<file path="config.mk">
export PLATFORM = sky130hd
export DESIGN_NAME = at_response_line_classifier_top
export DESIGN_NICKNAME = d
export VERILOG_FILES = /design/src/alcl_pkg.sv /design/src/at_response_line_classifier_top.sv /design/src/alcl_ram.sv /design/src/alcl_scan.sv
export SDC_FILE = /design/constraint.sdc
export NUM_CORES = 1
export LEC_CHECK = 0
export BUFFER_PORTS_ARGS = -buffer_cell sky130_fd_sc_hd__buf_2
export CAP_MARGIN = 40
export CORE_ASPECT_RATIO = 0.8
export CORE_MARGIN = 2
export CORE_UTILIZATION = 25
export CTS_CLUSTER_DIAMETER = 30
export DETAILED_ROUTE_END_ITERATION = 10
export PLACE_DENSITY = 0.44
export SLEW_MARGIN = 0
export SYNTH_ARGS = -nofsm -noshare
export SYNTH_HDL_FRONTEND = slang
export SYNTH_SLANG_ARGS = --single-unit
</file>
<file path="constraint.sdc">
create_clock -name clk -period 5.7 [get_ports clk]
set_input_delay 1.14 -clock clk [delete_from_list [all_inputs] [get_ports clk]]
set_output_delay 1.14 -clock clk [all_outputs]
set_load 0.02 [all_outputs]
</file>
<file path="src/alcl_pkg.sv">
// ----------------------------------------------------------------------------
// alcl_pkg
// Shared types, character codes and response texts for the AT response line
// classifier.
// ----------------------------------------------------------------------------
package alcl_pkg;

	typedef enum logic [1:0] {
		CLS_LINE   = 2'd0,
		CLS_OK     = 2'd1,
		CLS_ERROR  = 2'd2,
		CLS_PROMPT = 2'd3
	} line_class_t;

	typedef struct packed {
		logic store;
		logic clear;
	} scan_ctl_t;

	localparam logic [7:0] CH_CR     = 8'h0D;
	localparam logic [7:0] CH_LF     = 8'h0A;
	localparam logic [7:0] CH_TAB    = 8'h09;
	localparam logic [7:0] CH_SPACE  = 8'h20;
	localparam logic [7:0] CH_PROMPT = 8'h3E;

	localparam int OK_LEN   = 2;
	localparam int ERR_LEN  = 5;
	localparam int CODE_LEN = 10;

	localparam logic [0:OK_LEN-1][7:0]   OK_TXT  = "OK";
	localparam logic [0:ERR_LEN-1][7:0]  ERR_TXT = "ERROR";
	localparam logic [0:CODE_LEN-1][7:0] CME_TXT = "+CME ERROR";
	localparam logic [0:CODE_LEN-1][7:0] CMS_TXT = "+CMS ERROR";

	function automatic logic is_blank(input logic [7:0] c);
		return (c == CH_SPACE) || (c == CH_TAB);
	endfunction

endpackage

</file>
<file path="src/at_response_line_classifier_top.sv">
// ----------------------------------------------------------------------------
// at_response_line_classifier_top
// Collects modem bytes into a line store and emits trimmed, classified lines.
// ----------------------------------------------------------------------------
// While idle the block takes one byte per cycle; each data byte (not CR, LF,
// a prompt or an overflowing byte) is written to the line store RAM and
// tracked for trimming and class in the same cycle. A newline ending a
// non-blank line starts emission: every byte of the trimmed line is read back
// through the single RAM read port and loaded into the output register, and
// in_ready stays low until the last byte is loaded. A prompt is emitted as a
// single byte. The store needs no clearing pass after reset.
module at_response_line_classifier_top import alcl_pkg::*; #(
	parameter int LINE_BYTES = 64
) (
	input  logic        clk,
	input  logic        arst_n,
	input  logic        cfg_wr_en,
	input  logic        cfg_wr_data,
	input  logic        in_valid,
	output logic        in_ready,
	input  logic [7:0]  rx_byte,
	output logic        out_valid,
	input  logic        out_ready,
	output logic [1:0]  line_class,
	output logic [7:0]  line_char,
	output logic        last_char,
	output logic [31:0] lines_seen,
	output logic [31:0] overflows_seen
);

	localparam int LEN_W = $clog2(LINE_BYTES);

	typedef enum logic [1:0] {
		ST_IDLE,
		ST_RD,
		ST_CAP,
		ST_PROMPT
	} state_t;

	state_t           state_q;
	logic             enable_q;
	logic [31:0]      lines_q;
	logic [31:0]      overflow_q;
	logic [LEN_W-1:0] rd_ptr_q;
	logic [LEN_W-1:0] stop_q;
	line_class_t      cls_q;
	logic             out_valid_q;
	logic [1:0]       class_q;
	logic [7:0]       char_q;
	logic             last_q;
	logic [31:0]      seen_q;
	logic [31:0]      ovf_q;

	scan_ctl_t        scan_ctl;
	logic [LEN_W-1:0] len;
	logic [LEN_W-1:0] first;
	logic [LEN_W-1:0] stop;
	logic             nonblank;
	line_class_t      cls;
	logic [7:0]       rd_data;
	logic             take;
	logic             is_cr;
	logic             is_lf;
	logic             is_pr;
	logic             full;
	logic             slot_free;
	logic             out_load;
	logic             rd_last;

	assign in_ready  = (state_q == ST_IDLE);
	assign take      = in_valid && in_ready && enable_q;
	assign is_cr     = (rx_byte == CH_CR);
	assign is_lf     = (rx_byte == CH_LF);
	assign is_pr     = (rx_byte == CH_PROMPT) && !nonblank;
	assign full      = (len == LEN_W'(LINE_BYTES - 1));
	assign slot_free = !out_valid_q || out_ready;
	assign out_load  = slot_free && ((state_q == ST_CAP) || (state_q == ST_PROMPT));
	assign rd_last   = (rd_ptr_q == stop_q - LEN_W'(1));

	always_comb begin
		scan_ctl.store = take && !is_cr && !is_lf && !is_pr && !full;
		scan_ctl.clear = (take && !is_cr && (is_lf || is_pr || full))
			|| (cfg_wr_en && cfg_wr_data && !enable_q);
	end

	alcl_scan #(
		.LINE_BYTES(LINE_BYTES)
	) u_scan (
		.clk      (clk),
		.arst_n   (arst_n),
		.ctl      (scan_ctl),
		.byte_in  (rx_byte),
		.len      (len),
		.first    (first),
		.stop     (stop),
		.nonblank (nonblank),
		.cls      (cls)
	);

	alcl_ram #(
		.WIDTH(8),
		.DEPTH(LINE_BYTES)
	) u_store (
		.clk     (clk),
		.wr_en   (scan_ctl.store),
		.wr_addr (len),
		.wr_data (rx_byte),
		.rd_en   (state_q == ST_RD),
		.rd_addr (rd_ptr_q),
		.rd_data (rd_data)
	);

	always_ff @(posedge clk or negedge arst_n) begin
		if (!arst_n) begin
			state_q     <= ST_IDLE;
			enable_q    <= 1'b0;
			lines_q     <= '0;
			overflow_q  <= '0;
			out_valid_q <= 1'b0;
			rd_ptr_q    <= '0;
			stop_q      <= '0;
			cls_q       <= CLS_LINE;
			class_q     <= '0;
			char_q      <= '0;
			last_q      <= 1'b0;
			seen_q      <= '0;
			ovf_q       <= '0;
		end else begin
			if (cfg_wr_en) begin
				enable_q <= cfg_wr_data;
			end
			if (out_valid_q && out_ready && !out_load) begin
				out_valid_q <= 1'b0;
			end
			case (state_q)
				ST_IDLE: begin
					if (take && !is_cr) begin
						if (is_lf) begin
							if (nonblank) begin
								lines_q  <= lines_q + 32'd1;
								rd_ptr_q <= first;
								stop_q   <= stop;
								cls_q    <= cls;
								state_q  <= ST_RD;
							end
						end else if (is_pr) begin
							lines_q <= lines_q + 32'd1;
							state_q <= ST_PROMPT;
						end else if (full) begin
							overflow_q <= overflow_q + 32'd1;
						end
					end
				end
				ST_RD: begin
					state_q <= ST_CAP;
				end
				ST_CAP: begin
					if (slot_free) begin
						out_valid_q <= 1'b1;
						class_q     <= cls_q;
						char_q      <= rd_data;
						last_q      <= rd_last;
						seen_q      <= lines_q;
						ovf_q       <= overflow_q;
						rd_ptr_q    <= rd_ptr_q + LEN_W'(1);
						state_q     <= rd_last ? ST_IDLE : ST_RD;
					end
				end
				ST_PROMPT: begin
					if (slot_free) begin
						out_valid_q <= 1'b1;
						class_q     <= CLS_PROMPT;
						char_q      <= CH_PROMPT;
						last_q      <= 1'b1;
						seen_q      <= lines_q;
						ovf_q       <= overflow_q;
						state_q     <= ST_IDLE;
					end
				end
				default: begin
					state_q <= ST_IDLE;
				end
			endcase
		end
	end

	assign out_valid      = out_valid_q;
	assign line_class     = class_q;
	assign line_char      = char_q;
	assign last_char      = last_q;
	assign lines_seen     = seen_q;
	assign overflows_seen = ovf_q;

endmodule

</file>
<file path="src/alcl_ram.sv">
// ----------------------------------------------------------------------------
// alcl_ram
// Generic single-write, single-read synchronous RAM with registered read data.
// ----------------------------------------------------------------------------
module alcl_ram #(
	parameter int WIDTH = 8,
	parameter int DEPTH = 64,
	localparam int AW = (DEPTH > 1) ? $clog2(DEPTH) : 1
) (
	input  logic             clk,
	input  logic             wr_en,
	input  logic [AW-1:0]    wr_addr,
	input  logic [WIDTH-1:0] wr_data,
	input  logic             rd_en,
	input  logic [AW-1:0]    rd_addr,
	output logic [WIDTH-1:0] rd_data
);

	logic [WIDTH-1:0] mem [DEPTH];
	logic [WIDTH-1:0] rd_data_q;

	always_ff @(posedge clk) begin
		if (wr_en) begin
			mem[wr_addr] <= wr_data;
		end
		if (rd_en) begin
			rd_data_q <= mem[rd_addr];
		end
	end

	assign rd_data = rd_data_q;

endmodule

</file>
<file path="src/alcl_scan.sv">
// ----------------------------------------------------------------------------
// alcl_scan
// Line tracker: fill length, trimmed run bounds and running prefix matches
// against the known response texts, giving the class of the trimmed line.
// ----------------------------------------------------------------------------
module alcl_scan import alcl_pkg::*; #(
	parameter int LINE_BYTES = 64,
	localparam int LEN_W = $clog2(LINE_BYTES)
) (
	input  logic             clk,
	input  logic             arst_n,
	input  scan_ctl_t        ctl,
	input  logic [7:0]       byte_in,
	output logic [LEN_W-1:0] len,
	output logic [LEN_W-1:0] first,
	output logic [LEN_W-1:0] stop,
	output logic             nonblank,
	output line_class_t      cls
);

	logic [LEN_W-1:0] len_q;
	logic [LEN_W-1:0] first_q;
	logic [LEN_W-1:0] stop_q;
	logic             nonblank_q;
	logic [3:0]       off_q;
	logic             ok_m_q;
	logic             err_m_q;
	logic             cme_m_q;
	logic             cms_m_q;
	logic             pr_m_q;
	logic             in_run;
	logic [LEN_W-1:0] n;
	logic [6:0]       n7;

	assign in_run = nonblank_q || !is_blank(byte_in);

	always_ff @(posedge clk or negedge arst_n) begin
		if (!arst_n) begin
			len_q      <= '0;
			nonblank_q <= 1'b0;
			off_q      <= '0;
			ok_m_q     <= 1'b1;
			err_m_q    <= 1'b1;
			cme_m_q    <= 1'b1;
			cms_m_q    <= 1'b1;
			pr_m_q     <= 1'b1;
		end else if (ctl.clear) begin
			len_q      <= '0;
			nonblank_q <= 1'b0;
			off_q      <= '0;
			ok_m_q     <= 1'b1;
			err_m_q    <= 1'b1;
			cme_m_q    <= 1'b1;
			cms_m_q    <= 1'b1;
			pr_m_q     <= 1'b1;
		end else if (ctl.store) begin
			len_q <= len_q + LEN_W'(1);
			if (!is_blank(byte_in)) begin
				nonblank_q <= 1'b1;
			end
			if (in_run) begin
				if (off_q < 4'(CODE_LEN)) begin
					off_q <= off_q + 4'd1;
				end
				if (off_q < 4'(OK_LEN)) begin
					ok_m_q <= ok_m_q & (byte_in == OK_TXT[off_q[0]]);
				end
				if (off_q < 4'(ERR_LEN)) begin
					err_m_q <= err_m_q & (byte_in == ERR_TXT[off_q[2:0]]);
				end
				if (off_q < 4'(CODE_LEN)) begin
					cme_m_q <= cme_m_q & (byte_in == CME_TXT[off_q]);
					cms_m_q <= cms_m_q & (byte_in == CMS_TXT[off_q]);
				end
				if (off_q == 4'd0) begin
					pr_m_q <= (byte_in == CH_PROMPT);
				end
			end
		end
	end

	always_ff @(posedge clk) begin
		if (ctl.store && !ctl.clear && !is_blank(byte_in)) begin
			stop_q <= len_q + LEN_W'(1);
			if (!nonblank_q) begin
				first_q <= len_q;
			end
		end
	end

	assign n  = stop_q - first_q;
	assign n7 = 7'(n);

	always_comb begin
		cls = CLS_LINE;
		if (n7 == 7'(OK_LEN) && ok_m_q) begin
			cls = CLS_OK;
		end else if (n7 == 7'(ERR_LEN) && err_m_q) begin
			cls = CLS_ERROR;
		end else if (n7 >= 7'(CODE_LEN) && (cme_m_q || cms_m_q)) begin
			cls = CLS_ERROR;
		end else if (n7 == 7'd1 && pr_m_q) begin
			cls = CLS_PROMPT;
		end
	end

	assign len      = len_q;
	assign first    = first_q;
	assign stop     = stop_q;
	assign nonblank = nonblank_q;

endmodule
</file>
==> results.txt <==
Hold Vio Cnt, Final: 0
Reg2Reg Depth: 7
Crit path buffers/inverters: 1
Clock Skews: 27.3 ps
Clock Tree Root: clkbuf_16
CTS Buf Count: 115
vias in the first global route: 16511
die width: 382 µm
Initial DRC Count: 1613
Peak VDD IR: 0.000287 V
# diodes: 0
Initial Util: 0.253
IO Port Bufs: 90
max-slew violation count: 0
Hold Path Depth: 1
f_max: 239 MHz
Yosys cell types: 63
post_cts resized: 0
mux share of post-synthesis cell area: 0.104
largest family of logic cells by synthesized area: multiplexers
pre-CTS setup slack: 885 ps
core area: 113000 µm²
Slew @ Worst Pin: 928 ps
Residual DRC: 0
most common cell after layout, fill and taps aside: edfxtp_1
antenna-violating nets left: 0
RSZ-0062 raised after global routing: no
post-DP HPWL: 50.9 mm
clk buf depth: 3
Worst setup EP type: register
final worst path period need: 4180 ps
most frequent cells in the layout: edfxtp_1, nand2_1, dfrtp_1, mux4_2, clkbuf_16
CP Class: input port to register
fraction of registers with async set or reset after synthesis: 0.245
Synth Area in Simple Gates: 0.0882
yosys warns: 0
WL final: 77.4 mm
Placed Area: 30800 µm²
Layout Nets: 1977
TritonCTS clock tree: built
final worst path period share: 0.733
CP dominant cell by count: nor2_1
register area share after synthesis: 0.712
initial antenna violation count: 5
fraction of layout instances using a drive strength above 1: 0.236
CP required: 6010 ps
Avg Vias per Cell: 4.60
gr ovfl total: 0
type of origin of the critical path: input port
worst path cell trace: buf_2 > or3_1 > a211o_1 > nand2_1 > nor2_1 > nand3_1 > nor2_1
power density cells: 476 nW/µm²
Pre-Repair DR Iteration Count: 5
WL per Instance: 21.8 µm
Post-Syn Area: 28500 µm²
total track usage: 0.132
io pins: 91
XOR/XNOR Fraction of Synth Area: 0.0276
Arr. time, crit path: 4490 ps
first-pass GRT wire length: 114 mm
LEAKAGE: 0.0127 µW
Post-Syn Instances: 1797
CP max stage cell: nor2_1
area delta synth->final: 22.2%
H-tree depth: 3
clk sinks: 705
Yosys reg bits: 705
Core Rows: 110
delay-heaviest family, CP: simple AND/OR/NAND/NOR gates
fin area: 34800 µm²
vias: 16373
synthesized net count: 1829
adder-cell share of the synthesized area: 0.00816
Synth Area in Compound Gates: 0.0431
EDFF count, synth: 532
clock insertion delay at the later pin of the skew report: 710 ps
Max transition margin: 0.380
number of max-cap violations: 0
post-route setup slack: 1520 ps
Final setup viols: 0
post-CTS setup buffer count: 0
Worst Hold Class: register to register
status: complete, no violations
Max Fanout on Critical Path: 34
Mapped Avg Cell Area: 15.9 µm²
Main synth FF type: edfxtp_1
largest stage delay on the critical path: 870 ps
Worst-path clk slew: 50 ps
hold-fix buffer count after cts: 0
Die Span Y: 306 µm
gpl congestion: 0.825
TNS Setup: 0 ps
largest net degree at the start of global routing: 90
Crit path depth: 7
Die Area: 117000 µm²
final timing paths:
check	start	endpoint	slack, ps
worst min-delay path	lines_q[31]	lines_q[31]	460
worst min register to register	lines_q[31]	lines_q[31]	460
max in group asynchronous	arst_n	rd_ptr_q[0]	4220
worst max register to register	state_q[0]	u_store.mem[29][1]	1530
worst max-delay path	rx_byte[2]	u_store.mem[29][1]	1520
min in group asynchronous	arst_n	lines_seen[9]	480
through the flow:
step	hold slack [ps]	std cells	utilization	total power, µW
CTS	468	3557	0.309	16700
finish	462	3557	0.309	16600
detailed placement	459	3340	0.273	9630
global placement	453	3335	0.273	9560
global route	485	3557	0.309	17300
floorplan	420	1797	-	8280
registers in the layout (all words and copies together), names as in the netlist, 2 cells and up:
name,count
u_store.mem,512
lines_q,32
lines_seen,32
overflow_q,32
overflows_seen,32
line_char,8
u_store.rd_data,8
rd_ptr_q,6
stop_q,6
u_scan.first,6
u_scan.len,6
u_scan.stop,6
u_scan.off_q,4
cls_q,2
line_class,2
state_q,2
kinds of logic after synthesis:
logic type	Yosys count
AO/OA/AOI/OAI	177
XOR/XNOR	90
adder cells (fa/ha/maj)	18
buffers and inverters	121
flip-flops	705
multiplexers	135
AND/OR/NAND/NOR	551
final cells by class:
class / count / area [µm²]
clock buffers: 137 / 3070
clock inverters: 80 / 915
fillers: 11144 / 78000
inverters: 27 / 101
multi-input cells: 971 / 7740
flip-flops and latches: 705 / 20300
well taps: 1512 / 1890
repair buffers: 125 / 802
synth_stat cells, drive strengths merged, types with 16 or more instances:
library cell,number,share of area
nand4,22,0.0059
clkbuf,67,0.0088
a21oi,33,0.0058
a22o,20,0.0061
ha,17,0.0075
inv,27,0.0036
nor3,23,0.0044
nor2,111,0.015
nand2,272,0.036
o21ai,39,0.0068
xor2,45,0.014
a221oi,16,0.0049
edfxtp,532,0.56
mux4,128,0.10
xnor2,45,0.014
dfrtp,168,0.15
buf,27,0.0044
a22oi,40,0.011
nand3,40,0.0070
power by group:
group,switching [µW],internal (µW),leakage [µW],total (µW)
clock,2560,4470,0.00194,7030
sequential,237,5750,0.00712,5990
combinational,2150,1400,0.00365,3540
per-layer routing:
metal	part of all wire	GRT usage	vias up
met1	0.49	0.196	8467
met3	0.091	0.0532	125
met4	0.019	0.0323	6
met2	0.40	0.176	582
met5	0.00041	0	-
li1	-	-	7193
Power figures use the tool's default switching activity.
